[config.mk]
export PLATFORM = sky130hd
export DESIGN_NAME = arh_front
export DESIGN_NICKNAME = d
export VERILOG_FILES = /design/src/sv/arh_pkg.sv /design/src/sv/arh_front.sv
export SDC_FILE = /design/constraint.sdc
export NUM_CORES = 1
export LEC_CHECK = 0
export BUFFER_PORTS_ARGS = -buffer_cell sky130_fd_sc_hd__buf_2
export CELL_PAD_IN_SITES_DETAIL_PLACEMENT = 0
export CELL_PAD_IN_SITES_GLOBAL_PLACEMENT = 1
export CORE_ASPECT_RATIO = 0.7
export CORE_MARGIN = 1.5
export CORE_UTILIZATION = 33
export DETAILED_ROUTE_END_ITERATION = 8
export GPL_TIMING_DRIVEN = 0
export PLACE_DENSITY = 0.86
export SYNTH_ARGS = -nofsm -noshare
export SYNTH_HDL_FRONTEND = slang
export SYNTH_SLANG_ARGS = --single-unit
[constraint.sdc]
create_clock -name clk -period 1.9 [get_ports clk]
set_input_delay 0.38 -clock clk [delete_from_list [all_inputs] [get_ports clk]]
set_output_delay 0.38 -clock clk [all_outputs]
set_load 0.1 [all_outputs]
[src/sv/arh_pkg.sv]
// ----------------------------------------------------------------------------
// arh_pkg: shared types and constants
// Sizes, command codes and the queue entry type of the density histogram.
// ----------------------------------------------------------------------------
`default_nettype none

package arh_pkg;

  localparam int NUM_BINS    = 64;
  localparam int MAX_SAMPLES = 4096;

  localparam int BIN_W   = $clog2(NUM_BINS);
  localparam int ADDR_W  = $clog2(MAX_SAMPLES);
  localparam int TOTAL_W = $clog2(MAX_SAMPLES + 1);
  localparam int CNT_W   = 13;
  localparam int DATA_W  = 32;
  localparam int DENS_W  = 40;
  localparam int CTR_SH  = $clog2(2 * NUM_BINS);
  localparam int NUM_SH  = BIN_W + 16;
  localparam int NUM_W   = CNT_W + NUM_SH;
  localparam int NR_W    = TOTAL_W + DATA_W;
  localparam int DEN_W   = NR_W + DATA_W;

  localparam logic [DATA_W-1:0] VOL_RESET = 32'd2017837;
  localparam logic [DENS_W-1:0] DENS_MAX  = {DENS_W{1'b1}};

  localparam logic CMD_LOAD    = 1'b0;
  localparam logic CMD_COMPUTE = 1'b1;

  typedef struct packed {
    logic                     command;
    logic signed [DATA_W-1:0] sample;
  } op_t;

endpackage

`default_nettype wire

[src/sv/arh_front.sv]
// ----------------------------------------------------------------------------
// arh_front: input stage
// Registers each accepted transaction and classifies it into a queue entry.
// ----------------------------------------------------------------------------
`default_nettype none

module arh_front (
  input  wire logic                             clk,
  input  wire logic                             rst,
  input  wire logic                             in_valid,
  output logic                                  in_ready,
  input  wire logic                             command,
  input  wire logic signed [arh_pkg::DATA_W-1:0] sample,
  output logic                                  op_valid,
  input  wire logic                             op_ready,
  output arh_pkg::op_t                          op
);
  import arh_pkg::*;

  logic take;

  assign in_ready = !op_valid || op_ready;
  assign take     = in_valid && in_ready;

  always_ff @(posedge clk) begin
    if (rst) begin
      op_valid <= 1'b0;
    end else if (take) begin
      op_valid <= 1'b1;
    end else if (op_ready) begin
      op_valid <= 1'b0;
    end
  end

  always_ff @(posedge clk) begin
    if (take) begin
      op.command <= (command == CMD_COMPUTE) ? CMD_COMPUTE : CMD_LOAD;
      // the sample of a compute is dont-care; zero it
      op.sample  <= (command == CMD_COMPUTE) ? '0 : sample;
    end
  end

endmodule

`default_nettype wire

Word level (Yosys, flattened, before mapping)

Index checks and enable logic that the tools add are counted.

Register bits after elaboration: 34
Bits in latches: 0
Memory bits (writable): 0
Bits in read-only memories: 0
Input port bits: 37
Output and inout bits: 35
Word-level logic and storage cells: 10
Memories kept: 0

Add/sub/neg operators: 0
Multiply operators: 0
Div/mod/pow operators: 0
Order comparisons: 0
Equal/unequal tests: 0
Shift operators: 0
Multiplexer cells: 3
Bitwise gates (word level): 0
Reduce and logical (&&, ||, !) cells: 4

Operators with widths:

| cell                | number |
|---|---|
| $mux W1             | 3 |
| $reduce_bool A2 Y1  | 1 |
| $logic_and A1 B1 Y1 | 1 |
| $logic_not A1 Y1    | 1 |
| $logic_or A1 B1 Y1  | 1 |

Longest topological paths before layout

Depth after elaboration: 4
Gate-level depth with buffers: 2

Least setup slack after synthesis

Ideal clock, no wire load.

Kind: register -> register
Start point: register op_valid
End point: register op[0] (netlist bit), enable pin
Arrival: 2.562 ns
Required time: 1.490 ns
Path slack: -1.072 ns
Cell stages (with the launch flop): 3
Buffers on the path: 0
Cells stage by stage: dfxtp_1 nand2b_1 and2_1

Word-level cells in the longest chain between the ends: 3

Ends and longest elaborated chain:

| item                     | RTL line        | source |
|---|---|---|
| start: declaration       | arh_front.sv:14 | `output logic op_valid,` |
| start signal: assignment | arh_front.sv:27 | `op_valid <= 1'b0;` |
| start signal: assignment | arh_front.sv:29 | `op_valid <= 1'b1;` |
| start signal: assignment | arh_front.sv:31 | `op_valid <= 1'b0;` |
| $logic_not A1 Y1         | arh_front.sv:22 | `assign in_ready = !op_valid \|\| op_ready;` |
| $logic_or A1 B1 Y1       | arh_front.sv:22 |  |
| via in_ready             | arh_front.sv:11 | `output logic in_ready,` |
| $logic_and A1 B1 Y1      | arh_front.sv:23 | `assign take = in_valid && in_ready;` |
| via take                 | arh_front.sv:20 | `logic take;` |
| end: declaration         | arh_front.sv:16 | `output arh_pkg::op_t op` |

The timed path passes the listed nets, and every way through them passes these cells.
A chain may end at the register's enable or synchronous reset.

Final worst setup path

Start point: register op_valid
End point: output in_ready

Word-level cells in the longest chain between the ends: 2

Ends and longest elaborated chain:

| item               | RTL line |
|---|---|
| $logic_not A1 Y1   | arh_front.sv:22 |
| $logic_or A1 B1 Y1 | arh_front.sv:22 |
| end: declaration   | arh_front.sv:11 |

Every way passes these cells.

==> metrics.csv <==
stage,metric,value,unit
global_route,grt_pass1_wl,3520,µm
power_and_ir_drop,leakage,0.784,nW
worst_setup_path,cp_num_buf_inv,1,
routing,drt_iter0_drc,23,
cts,hold_buffers,0,
worst_setup_path,r2r-start,op_valid,
place,place_ws,304,ps
worst_setup_path,startpoint,op_valid,
worst_setup_path,rr_worst_depth,2,
worst_setup_path,crit_path_start_kind,register,
routing,wl_per_cell,11.6,µm
status,status,completed,
routing,drt_wl_total,2340,µm
timing,rsz0062_at_grt,false,
worst_setup_path,cp_top_family,buffers and inverters,
routing,via_count,837,
floorplanning,fp.coreArea,3580,µm²
floorplanning,std_cell_rows,18,
synth,postSynthCellCount,73,
synth,ys.flop_type,edfxtp_1,
synth,synth_seq_cells,34,
place,port_buffers,71,
routing,dr.pass1.iters,2,
cts,clkSinkCount,34,
synth,synthTopCellsByCount,"edfxtp_1 (33), nor2b_1 (32), buf_4 (3)",
timing,min_period,1470,ps
finish,syn2layout_area_growth,43.4,%
global_route,grt_pass1_vias,769,
finish,stdcell_count,202,
finish,drive_gt1_share,55.3,%
synth,synth_nets,110,
worst_setup_path,arrival,1090,ps
power_and_ir_drop,power.density,1140,nW/µm²
cts,clockBufferDepth,2,
floorplanning,ioPinCount,72,
synth,synth-seq-area-share,80.6,%
global_route,grt-ovfl-total,0,
global_route,antenna_found_initial,0,
place,dp_hpwl,1770,µm
finish,antennaDiodeCount,0,
timing,worst_slew_pin_slew,716,ps
floorplanning,die_y,54.6,µm
worst_setup_path,r2r-end,op[6],
synth,synth_edf_count,33,
worst_setup_path,max_stage_delay,420,ps
cts,cts_htree_levels,2,
timing,final.period_utilization,77.4,%
worst_setup_path,rrSetupSlack,510,ps
worst_setup_path,path_class,reg -> out,
global_route,track_usage,12.1,%
routing,drc,0,
worst_setup_path,crit_cells,2,
worst_setup_path,critPathRequiredTime,1520,ps
cts,cts_buffers,5,
worst_setup_path,cp_max_fo,3,
synth,synth_area_per_cell,17.2,µm²
timing,fin_ws,429,ps
timing,fmax,680,MHz
synth,synth_warnings,0,
worst_setup_path,end_kind,primary output,
floorplanning,dieWidth,76.7,µm
routing,ant_nets,0,
routing,viasPerCell,4.14,
timing,slew_violations,0,
synth,synth_largest_area_cell,edfxtp_1,
floorplanning,start_util,35.0,%
synth,synthTopCellsByArea,"edfxtp_1 (79%), nor2b_1 (16%), buf_4 (1.8%)",
synth,ys_types,8,
timing,fin_setup_tns,0,ps
synth,ys_async_sr_fraction,0,%
min_path,min_path_type,in -> reg,
worst_setup_path,crit_chain,nand2b_4 > buf_2,
place,placedCellCount,194,
global_route,grt_max_degree,34,
cts,cts_setup_buffers,0,
cts,clock-root-buffer,clkbuf_8,
timing,clock-skew-final,4.66,ps
place,routabilityCongestion,0.684,
synth,synth_area,1250,µm²
floorplanning,die_area,4190,µm²
synth,yosysMostFrequentCell,edfxtp_1,
cts,clk_pin_slew_worst_paths,60,ps
min_path,hp-start,rst,
timing,hold_viol,0,
run,cap_violations,0,
timing,setup_viol,0,
cts,ctsResizeCount,0,
timing,fin_hold_ws,255,ps
worst_setup_path,endpoint,in_ready,
cts,clkLatencyLatePin,280,ps
finish,num-nets-final,188,
timing,maxSlewHeadroom,52.3,%
synth,synth_top_area_share,79.0,%
power_and_ir_drop,ir_worst_vdd,0.000397,V
worst_setup_path,cp_slowest_cell,buf_2,
cts,cts_tree,built,
## power breakdown
part	switching, mW	leakage, nW	internal, mW	total [mW]
clock	0.238	0.0585	0.427	0.666
combinational	0.408	0.388	0.0801	0.488
sequential	0.0117	0.337	0.880	0.892
## logic make-up (layout without fill, tap and decap cells)
logic type | after synthesis | in the layout | synth area share [%]
buf+inv | 4 | 83 | 2.09
compound gates | 1 | 1 | 0.398
flops | 34 | 34 | 80.6
simple gates | 34 | 34 | 16.9
## worst min path at each step
stage | to | slack (ps) | cells past startpoint
finish | op_valid | 260 | 2
global route | op_valid | 240 | 2
CTS | op_valid | 250 | 2
detailed placement | op_valid | 490 | 2
global placement | op_valid | 470 | 2
floorplan | op_valid | 440 | 1
## flip-flops by register name, summed over array words and instances (netlist names)
signal / count
op_valid: 1
op: 33
## cell type report
class                           count  area (µm²)
Fill cell                         319        1780
Sequential cell                    34        1010
Timing Repair Buffer               71         355
Multi-Input combinational cell     35         226
Clock buffer                        7        86.3
Tap cell                           50        62.6
Clock inverter                      1        30.0
Buffer                              3        22.5
Inverter                            1        3.75
## worst register-to-register path: cells and delay by family (launching register included)
family,cells,cell delay [ps]
flops,1,330
simple gates,2,680
## stage by stage
step | util, % | area [µm²] | power (mW)
final | 50.2 | 1800 | 2.05
after global routing | 50.2 | 1800 | 2.11
after CTS | 50.2 | 1800 | 2.07
after detailed placement | 47.0 | 1680 | 1.40
after global placement | 47.0 | 1680 | 1.39
after floorplan | - | 1260 | 1.31
## cells in the final DEF (no fill, tap or decap), types with 3 or more instances in the layout
master,Yosys,final
buf_2,0,71
buf_4,3,3
nor2b_1,32,32
clkbuf_8,0,6
edfxtp_1,33,33
## layer usage
layer	global-route usage (%)	up-vias	share of wire (%)
met5	0	-	0
met4	7.41	0	2.1
met3	5.83	7	10
met2	22.0	41	52
met1	11.7	384	36
li1	-	405	-
No activity file was read; power rests on OpenSTA's default activity.
