===== src/sv/arh_pkg.sv =====
// ----------------------------------------------------------------------------
// arh_pkg: shared types and constants
// Sizes, command codes and the queue entry type of the density histogram.
// ----------------------------------------------------------------------------
`default_nettype none

package arh_pkg;

  localparam int NUM_BINS    = 64;
  localparam int MAX_SAMPLES = 4096;

  localparam int BIN_W   = $clog2(NUM_BINS);
  localparam int ADDR_W  = $clog2(MAX_SAMPLES);
  localparam int TOTAL_W = $clog2(MAX_SAMPLES + 1);
  localparam int CNT_W   = 13;
  localparam int DATA_W  = 32;
  localparam int DENS_W  = 40;
  localparam int CTR_SH  = $clog2(2 * NUM_BINS);
  localparam int NUM_SH  = BIN_W + 16;
  localparam int NUM_W   = CNT_W + NUM_SH;
  localparam int NR_W    = TOTAL_W + DATA_W;
  localparam int DEN_W   = NR_W + DATA_W;

  localparam logic [DATA_W-1:0] VOL_RESET = 32'd2017837;
  localparam logic [DENS_W-1:0] DENS_MAX  = {DENS_W{1'b1}};

  localparam logic CMD_LOAD    = 1'b0;
  localparam logic CMD_COMPUTE = 1'b1;

  typedef struct packed {
    logic                     command;
    logic signed [DATA_W-1:0] sample;
  } op_t;

endpackage

`default_nettype wire


===== src/sv/arh_queue.sv =====
// ----------------------------------------------------------------------------
// arh_queue: two-entry command queue
// Decouples the input stage from the execution engine.
// ----------------------------------------------------------------------------
`default_nettype none

module arh_queue (
  input  wire logic         clk,
  input  wire logic         rst,
  input  wire logic         push_valid,
  output logic              push_ready,
  input  wire arh_pkg::op_t push_op,
  output logic              pop_valid,
  input  wire logic         pop_ready,
  output arh_pkg::op_t      pop_op
);
  import arh_pkg::*;

  op_t        slot [2];
  logic       wr_ptr;
  logic       rd_ptr;
  logic [1:0] fill;
  logic       push;
  logic       pop;

  assign push_ready = (fill != 2'd2);
  assign pop_valid  = (fill != 2'd0);
  assign pop_op     = slot[rd_ptr];
  assign push       = push_valid && push_ready;
  assign pop        = pop_valid && pop_ready;

  always_ff @(posedge clk) begin
    if (rst) begin
      wr_ptr <= 1'b0;
      rd_ptr <= 1'b0;
      fill   <= 2'd0;
    end else begin
      if (push) wr_ptr <= !wr_ptr;
      if (pop)  rd_ptr <= !rd_ptr;
      if (push && !pop) fill <= fill + 2'd1;
      else if (pop && !push) fill <= fill - 2'd1;
    end
  end

  always_ff @(posedge clk) begin
    if (push) slot[wr_ptr] <= push_op;
  end

endmodule

`default_nettype wire


===== config.mk =====
export PLATFORM = sky130hd
export DESIGN_NAME = arh_queue
export DESIGN_NICKNAME = d
export VERILOG_FILES = /design/src/sv/arh_pkg.sv /design/src/sv/arh_queue.sv
export SDC_FILE = /design/constraint.sdc
export NUM_CORES = 1
export LEC_CHECK = 0
export BUFFER_PORTS_ARGS = -buffer_cell sky130_fd_sc_hd__buf_2
export CAP_MARGIN = 30
export CORE_MARGIN = 5
export CORE_UTILIZATION = 45
export DETAILED_ROUTE_END_ITERATION = 6
export HOLD_SLACK_MARGIN = 0.12
export PLACE_DENSITY = 0.7
export SKIP_CTS_REPAIR_TIMING = 1
export SLEW_MARGIN = 30
export SYNTH_ARGS = -nofsm -noshare
export SYNTH_HDL_FRONTEND = slang
export SYNTH_SLANG_ARGS = --single-unit

===== constraint.sdc =====
create_clock -name clk -period 4.25 [get_ports clk]
set_input_delay 0.425 -clock clk [delete_from_list [all_inputs] [get_ports clk]]
set_output_delay 0.425 -clock clk [all_outputs]
set_load 0.005 [all_outputs]

# Word-level counts from Yosys, hierarchy flattened
# Memory sizes are Yosys's and may differ from the RTL's. A register that Yosys moved wholly into a read port is not among the register bits.
# Cells that the tools add are included.
# op_classes
n_addsub	2
n_eq_ne	1
mux	6
reduce_logical	10
# ops
cell	n
logical AND 1 bit	4
logical NOT 1 bit	4
two-way mux 1 bit	4
two-way mux 2 bit	2
nonzero test 2 bit	2
adder 2 x 1 -> 2 bit (second input constant)	1
inequality test 2 bit (second input constant)	1
subtractor 2 x 1 -> 2 bit (second input constant)	1
# word_totals
regBits	4
ram_bits	66
inputBits	37
output_inout_bits	35
wordCells	23
memories	1
# mem_list
memory	depth	width	read_ports	rd_clocked_by_memory_dff	wr	line	source
slot	2	33	1	1	1	arh_queue.sv:19	op_t slot [2];

# Longest topological paths before layout
# Gate-level depths: netlist (run 1).
# logic_depth
word_depth	6
ltp_mapped	6
mapped_depth_nobuf	6

# Worst setup path after synthesis (run 1)
# OpenSTA, ideal clock, no wires.
# synth_path
path_kind	register -> register
start	register fill[0]
end	memory slot[1][0] (netlist name), enable pin
setup_time_ns	0.393
t_arrival_ns	1.449
t_required_ns	3.857
slack_ns	2.408
stages_incl_launch_ff	3
path_buffers	0
synth_period_minus_slack_ns	1.842
cell_sequence	dfxtp_1 > nand2b_1 > and3_1
# synth_via
elab_chain_len	4
# synth_lines
item	line	source
start, declared	arh_queue.sv:22	logic [1:0] fill;
start signal, assigned	arh_queue.sv:40	if (push && !pop) fill <= fill + 2'd1;
start signal, assigned	arh_queue.sv:41	else if (pop && !push) fill <= fill - 2'd1;
inequality test 2 bit	arh_queue.sv:26	assign push_ready = (fill != 2'd2);
named net push_ready	arh_queue.sv:11	output logic push_ready,
logical AND 1 bit	arh_queue.sv:29	assign push = push_valid && push_ready;
two-way mux 1 bit	arh_queue.sv:46	if (push) slot[wr_ptr] <= push_op;
two-way mux 1 bit (not written as such)	arh_queue.sv:46	
end, declared	arh_queue.sv:19	
# The timed path passes the listed nets, and every way through them passes these cells.

==> results.txt, run 1 <==
Met3 Use GR: 4.71%
CP max stage delay: 710 ps
Achievable frequency: 0.421 GHz
Flop-to-flop setup slack: 2600 ps
Hold Crit Class: input pin to register
RSZ-0062 raised after global routing: no
Post-DP HPWL: 3.25 mm
Met1 Track Usage GR: 14.4%
Sw frac: 25.7%
Met2 global-route usage: 23.2%
Measured slew at the worst slew-check pin: 610 ps
Run status: finished, final reports clean
Antenna-violating nets left: 0
Fin crit share: 55.9%
Vias in the first global route: 1,545
Hold Path Stages: 1
Post-Syn Nets: 165
Core footprint: 0.00554 mm^2
Power Dens Cells: 558 mW/mm^2
Synth cell types: 17
Initial drt markers: 56
Worst setup SP type: register
Pleak: 1.22 nW
Die area: 0.00739 mm^2
Area grow syn2layout: 24.0%
TritonCTS clock tree: done
Routed len/inst: 16.4 um
Post-synth design cell area: 0.00260 mm^2
Max H-tree Level: 3
Worst setup path category: register to output pin
Peak supply drop: 0.000289 V
Relative slew slack: 59.3%
Row count: 27
Via/cell ratio: 4.88
FF-to-FF path depth: 5
Worst-skew pair later-pin latency: 330 ps
Arrival time worst endpoint: 1950 ps
Final TNS setup: 0 ps
N_diodes: 0
Clock power share: 25.7%
P_int: 1.34 mW
I/O pin cnt: 72
Net switching power: 461 uW
Number of I/O port buffers: 71
Worst setup margin: 1870 ps
Hold_sp: push_op[28]
Initial core utilization: 46.9%
Worst EP required: 3830 ps
DIE HEIGHT: 86.0 um
Total grt overflow: 0
YS warnings: 0
Post-Syn Area per Cell: 20.4 um^2
Number of remaining DRC errors: 0
Global-route usage over all layers: 13.6%
Synth Register Bits: 71
Final setup viols: 0
Max cap viols: 0
RR Startpoint: fill[0]
Placer Congestion: 0.683
Final #Nets: 246
Hold EP: slot[0][28]
Die width: 86.0 um
Total Wirelength: 4.67 mm
Initial antenna violation count: 0
Seq/Total Area, Yosys: 80.2%
First-pass GRT wire length: 7.46 mm
Clock buffer depth: 2
Worst Clk Skew: 7.96 ps
Worst R2R End: fill[1]
Busiest grt layer: met2
Final min period: 2380 ps
Logic pwr share: 23.0%
Setup crit end kind: output pin
CTS Buf Count: 9
Slowest-stage cell, CP: dfxtp_1
Cell count after synthesis: 127
Clock tree root driver cell: clkbuf_8
Pre-antenna DRT Iters: 4
CP max FO: 20
Final Hold Fails: 0
Cells along the critical path: buf_4 > mux2_2 > buf_2
Total vias in the final route: 1,392
Layout cells sized above 1: 57.7%
Post-Place Setup Slack: 2190 ps
Largest net degree at the start of global routing: 34
Sequential power share: 51.3%
Final Max Slew Viols: 0
Worst-path clk slew: 70 ps
Clock sink count: 71
==> kinds of logic (layout without fill, tap and decap cells) <==
logic type / count (synthesis) / count (layout) / share of synthesized area [%]
adder cells (fa/ha/maj): 1 / 1 / 0.482
XOR/XNOR: 3 / 3 / 1.01
AO/OA/AOI/OAI: 5 / 5 / 1.16
buffers and inverters: 5 / 91 / 0.916
AND/OR/NAND/NOR: 9 / 9 / 1.93
multiplexers: 33 / 33 / 14.3
flip-flops: 71 / 71 / 80.2
==> synthesized netlist by cell type, drive strengths merged <==
library cell  instances  area [um^2]
mux2                 33          372
nor2                  3         11.3
dfxtp                 5          100
and2                  1         6.26
a21bo                 1         10.0
buf                   4         20.0
nand3b                1         7.51
or3                   1         6.26
xor2                  3         26.3
a21oi                 2         10.0
edfxtp               66         1980
nand2b                1         6.26
o21ai                 2         10.0
or2                   1         6.26
ha                    1         12.5
and3                  1         6.26
inv                   1         3.75
==> state kept, by name, indices dropped and copies added (netlist names), named ones only <==
register / count
wr_ptr: 1
slot: 66
rd_ptr: 1
fill: 2
==> cell type report <==
class                           count  area (um^2)
Fill cell                         463         2320
Sequential cell                    71         2080
Multi-Input combinational cell     51          490
Clock buffer                       12          155
Tap cell                           72         90.1
Clock inverter                      4         21.3
Inverter                            1         3.75
Timing Repair Buffer               74          378
==> stage by stage <==
stage          hold slack, ps  util [%]  area, um^2  total power [mW]  cells
6_report                  277      58.1        3220              1.80    285
5_1_grt                   247      58.1        3220              1.90    285
4_1_cts                   255      58.1        3220              1.83    285
3_5_place_dp              493      54.9        3040              1.36    269
3_3_place_gp              491      54.9        3040              1.34    269
2_1_floorplan             471         -        2600              1.18    127
==> worst max-delay path, delay by kind of cell (launching register included) <==
family	cells	cell delay [ps]
muxes	1	380
buffers and inverters	2	530
DFF	1	710
==> worst max path at each step <==
stage,start,endpoint,slack (ps),cells past startpoint
3_5_place_dp,register,pop_op[1],2190,3
3_3_place_gp,register,pop_op[22],2260,3
4_1_cts,register,pop_op[1],1810,3
6_report,register,pop_op[1],1870,3
5_1_grt,register,pop_op[2],1730,3
2_1_floorplan,fill[0],slot[1][0],2410,2
==> routing by layer <==
layer,share of wire [%],vias up
met2,54,47
met1,37,680
met4,2.6,0
met5,0,-
met3,6.4,11
li1,-,654
==> cells in the final DEF (no fill, tap or decap), types with 2 or more instances in the layout <==
cell type / count
clkinv_2: 2
buf_2: 71
o21ai_0: 2
edfxtp_1: 66
clkbuf_8: 11
nor2_1: 3
dfxtp_1: 5
a21oi_1: 2
buf_4: 3
mux2_2: 33
xor2_1: 3
==> power by group through the flow <==
stage | Combinational (mW) | Sequential [mW] | Clock [mW]
5_1_grt | 0.457 | 0.932 | 0.514
2_1_floorplan | 0.266 | 0.911 | 0
3_3_place_gp | 0.413 | 0.930 | 0
4_1_cts | 0.425 | 0.924 | 0.479
6_report | 0.413 | 0.922 | 0.462
3_5_place_dp | 0.422 | 0.939 | 0
No activity file was read; power rests on OpenSTA's default activity.
==> run 2, diff against run 1 <==
--- a/config.mk
+++ b/config.mk
@@ -11,7 +11,7 @@
 export CORE_UTILIZATION = 45
 export DETAILED_ROUTE_END_ITERATION = 6
 export HOLD_SLACK_MARGIN = 0.12
-export PLACE_DENSITY = 0.7
+export PLACE_DENSITY = 0.73
 export SKIP_CTS_REPAIR_TIMING = 1
 export SLEW_MARGIN = 30
 export SYNTH_ARGS = -nofsm -noshare
==> constraint.sdc (replaced) <==
create_clock -name clk -period 2.05 [get_ports clk]
set_input_delay 0.205 -clock clk [delete_from_list [all_inputs] [get_ports clk]]
set_output_delay 0.205 -clock clk [all_outputs]
set_load 0.005 [all_outputs]
==> run 2 against run 1 <==
  * Global-route usage decreased by 0.42 points
  * Sequential share of layout area decreased by 6.0 points
  * Worst hold slack got worse by 74 ps
  * Clock-buffer cell count decreased by 1
  * Via count increased by 4.6%
  * Clock skew decreased by 2.0 ps
  * Sequential power increased by 100%
  * Highest routed layer unchanged
==> results.txt, run 2 (synthesized netlist as in run 1, its figures left out) <==
Global-route usage over all layers: 13.2% (-0.42 points)
Number of remaining DRC errors: 0 (unchanged)
TritonCTS clock tree: done
Placer Congestion: 0.662 (-3.1%)
Clock buffer depth: 2 (unchanged)
Number of I/O port buffers: 71 (unchanged)
Worst EP required: 1850 ps (-1980 ps)
CP max stage delay: 400 ps (-310 ps)
Final #Nets: 281 (+14%)
Final setup viols: 0 (unchanged)
Antenna-violating nets left: 0 (unchanged)
Worst-path clk slew: 70 ps (about the same)
Max cap viols: 0 (unchanged)
Max FFs per register: 66 (unchanged)
Slowest-stage cell, CP: mux2_2
Setup crit end kind: output pin
N_diodes: 0 (unchanged)
Worst-skew pair later-pin latency: 320 ps (about the same)
Core footprint: 0.00554 mm^2 (unchanged)
Final min period: 1750 ps
CP max FO: 33 (+65%)
Final Max Slew Viols: 0 (unchanged)
Buf/Inv on CP: 2 (unchanged)
Total vias in the final route: 1,456 (+4.6%)
Final TNS setup: 0 ps (unchanged)
Measured slew at the worst slew-check pin: 439 ps (-171 ps)
Cells along the critical path: buf_4 > mux2_2 > buf_2
Die area: 0.00739 mm^2 (unchanged)
Most common cell after layout, fill and taps aside: buf_2
Arrival time worst endpoint: 1550 ps (-400 ps)
Layout cells sized above 1: 48.8% (-9.0 points)
Post-DP HPWL: 2.99 mm (-7.9%)
Top reg by flops: slot
Initial core utilization: 46.9% (unchanged)
Commonest non-fill, non-tap cells in the layout: buf_2, edfxtp_1, dlygate4sd3_1, mux2_2, clkbuf_8
Vias in the first global route: 1,479 (-4.3%)
Worst Clk Skew: 6.00 ps (-1.96 ps)
First-pass GRT wire length: 7.18 mm (-3.8%)
Pre-antenna DRT Iters: 2 (-2)
DIE HEIGHT: 86.0 um (unchanged)
Largest registers: slot (66), fill (2)
CTS Buf Count: 9 (unchanged)
# fillers: 409 (-12%)
Worst setup SP type: register
Max H-tree Level: 3 (unchanged)
Hold_sp: push_valid
Pleak: 1.36 nW (+11%)
Peak supply drop: 0.000751 V (+160%)
Area grow syn2layout: 36.7%
I/O pin cnt: 72 (unchanged)
Routed len/inst: 15.2 um (-7.5%)
RSZ-0062 raised after global routing: no
Post-Place Setup Slack: 395 ps (-1800 ps)
Achievable frequency: 0.570 GHz
Worst setup margin: 296 ps (-1580 ps)
Clock sink count: 71 (unchanged)
Run status: finished, final reports clean
Total Wirelength: 4.82 mm (+3.2%)
Row count: 27 (unchanged)
Via/cell ratio: 4.58 (-6.3%)
RR Startpoint: fill[0]
Fin crit share: 85.6%
Initial antenna violation count: 0 (unchanged)
Hold Crit Class: input pin to register
Final Hold Fails: 0 (unchanged)
Relative slew slack: 70.7% (+11 points)
Power Dens Cells: 1040 mW/mm^2 (+87%)
Largest net degree at the start of global routing: 34 (unchanged)
Worst setup path category: register to output pin
Total grt overflow: 0 (unchanged)
Die width: 86.0 um (unchanged)
Clock tree root driver cell: clkbuf_8
Delay-heaviest family, CP: buffers and inverters
Initial drt markers: 36 (-36%)
run 2: cell types whose count changed in the layout (fill, tap and decap cells not counted):
| cell | change |
|---|---|
| dlygate4sd3_1 | +34 |
| clkbuf_8 | -2 |
| buf_12 | +1 |
| clkbuf_1 | +1 |
| clkinv_1 | +1 |
| clkinv_2 | -1 |
| clkinvlp_4 | -1 |
run 2: per-stage QoR:
stage | cells | power (mW) | area, um^2 | util (%) | hold WS, ps
2_1_floorplan | 127 | 2.44 | 2600 | - | 274
3_3_place_gp | 270 | 2.80 | 3060 | 55.3 | 394
3_5_place_dp | 270 | 2.82 | 3060 | 55.3 | 397
4_1_cts | 284 | 3.68 | 3210 | 57.9 | 51.4
5_1_grt | 318 | 3.90 | 3550 | 64.0 | 194
6_report | 318 | 3.69 | 3550 | 64.0 | 203
run 2: worst paths after layout:
check / end / cells after the start / slack, ps
setup / recovery: pop_op[13] / 3 / 300
hold / removal: wr_ptr / 3 / 200
setup reg to reg: fill[1] / 5 / 380
hold reg to reg: register / 2 / 530
run 2: where the power goes:
part	internal (mW)	switching (mW)
sequential	1.81	0.0582
combinational	0.513	0.449
clock	0.416	0.443
total	2.74	0.950
run 2: worst register-to-register path, stage by stage (launching register included):
cell and delay, ps:
dfxtp_1 350, nand2b_1 220, and2_1 200, ha_1 330
or3_1 360, a21oi_1 150
run 2: per-layer routing:
layer / GRT usage [%] / routed length [um] / up-vias
met4: 6.91 / 37 / 0
met2: 21.6 / 2540 / 39
li1: - / - / 720
met5: 0 / 0 / -
met3: 4.42 / 251 / 4
met1: 15.3 / 1990 / 693
run 2: layout make-up:
type	count	area (um^2)	area share [%]
Inverter	1	3.75	0.106
Clock inverter	3	12.5	0.353
Multi-Input combinational cell	51	490	13.8
Clock buffer	11	131	3.70
Timing Repair Buffer	109	738	20.8
Sequential cell	71	2080	58.7
Tap cell	72	90.1	2.54
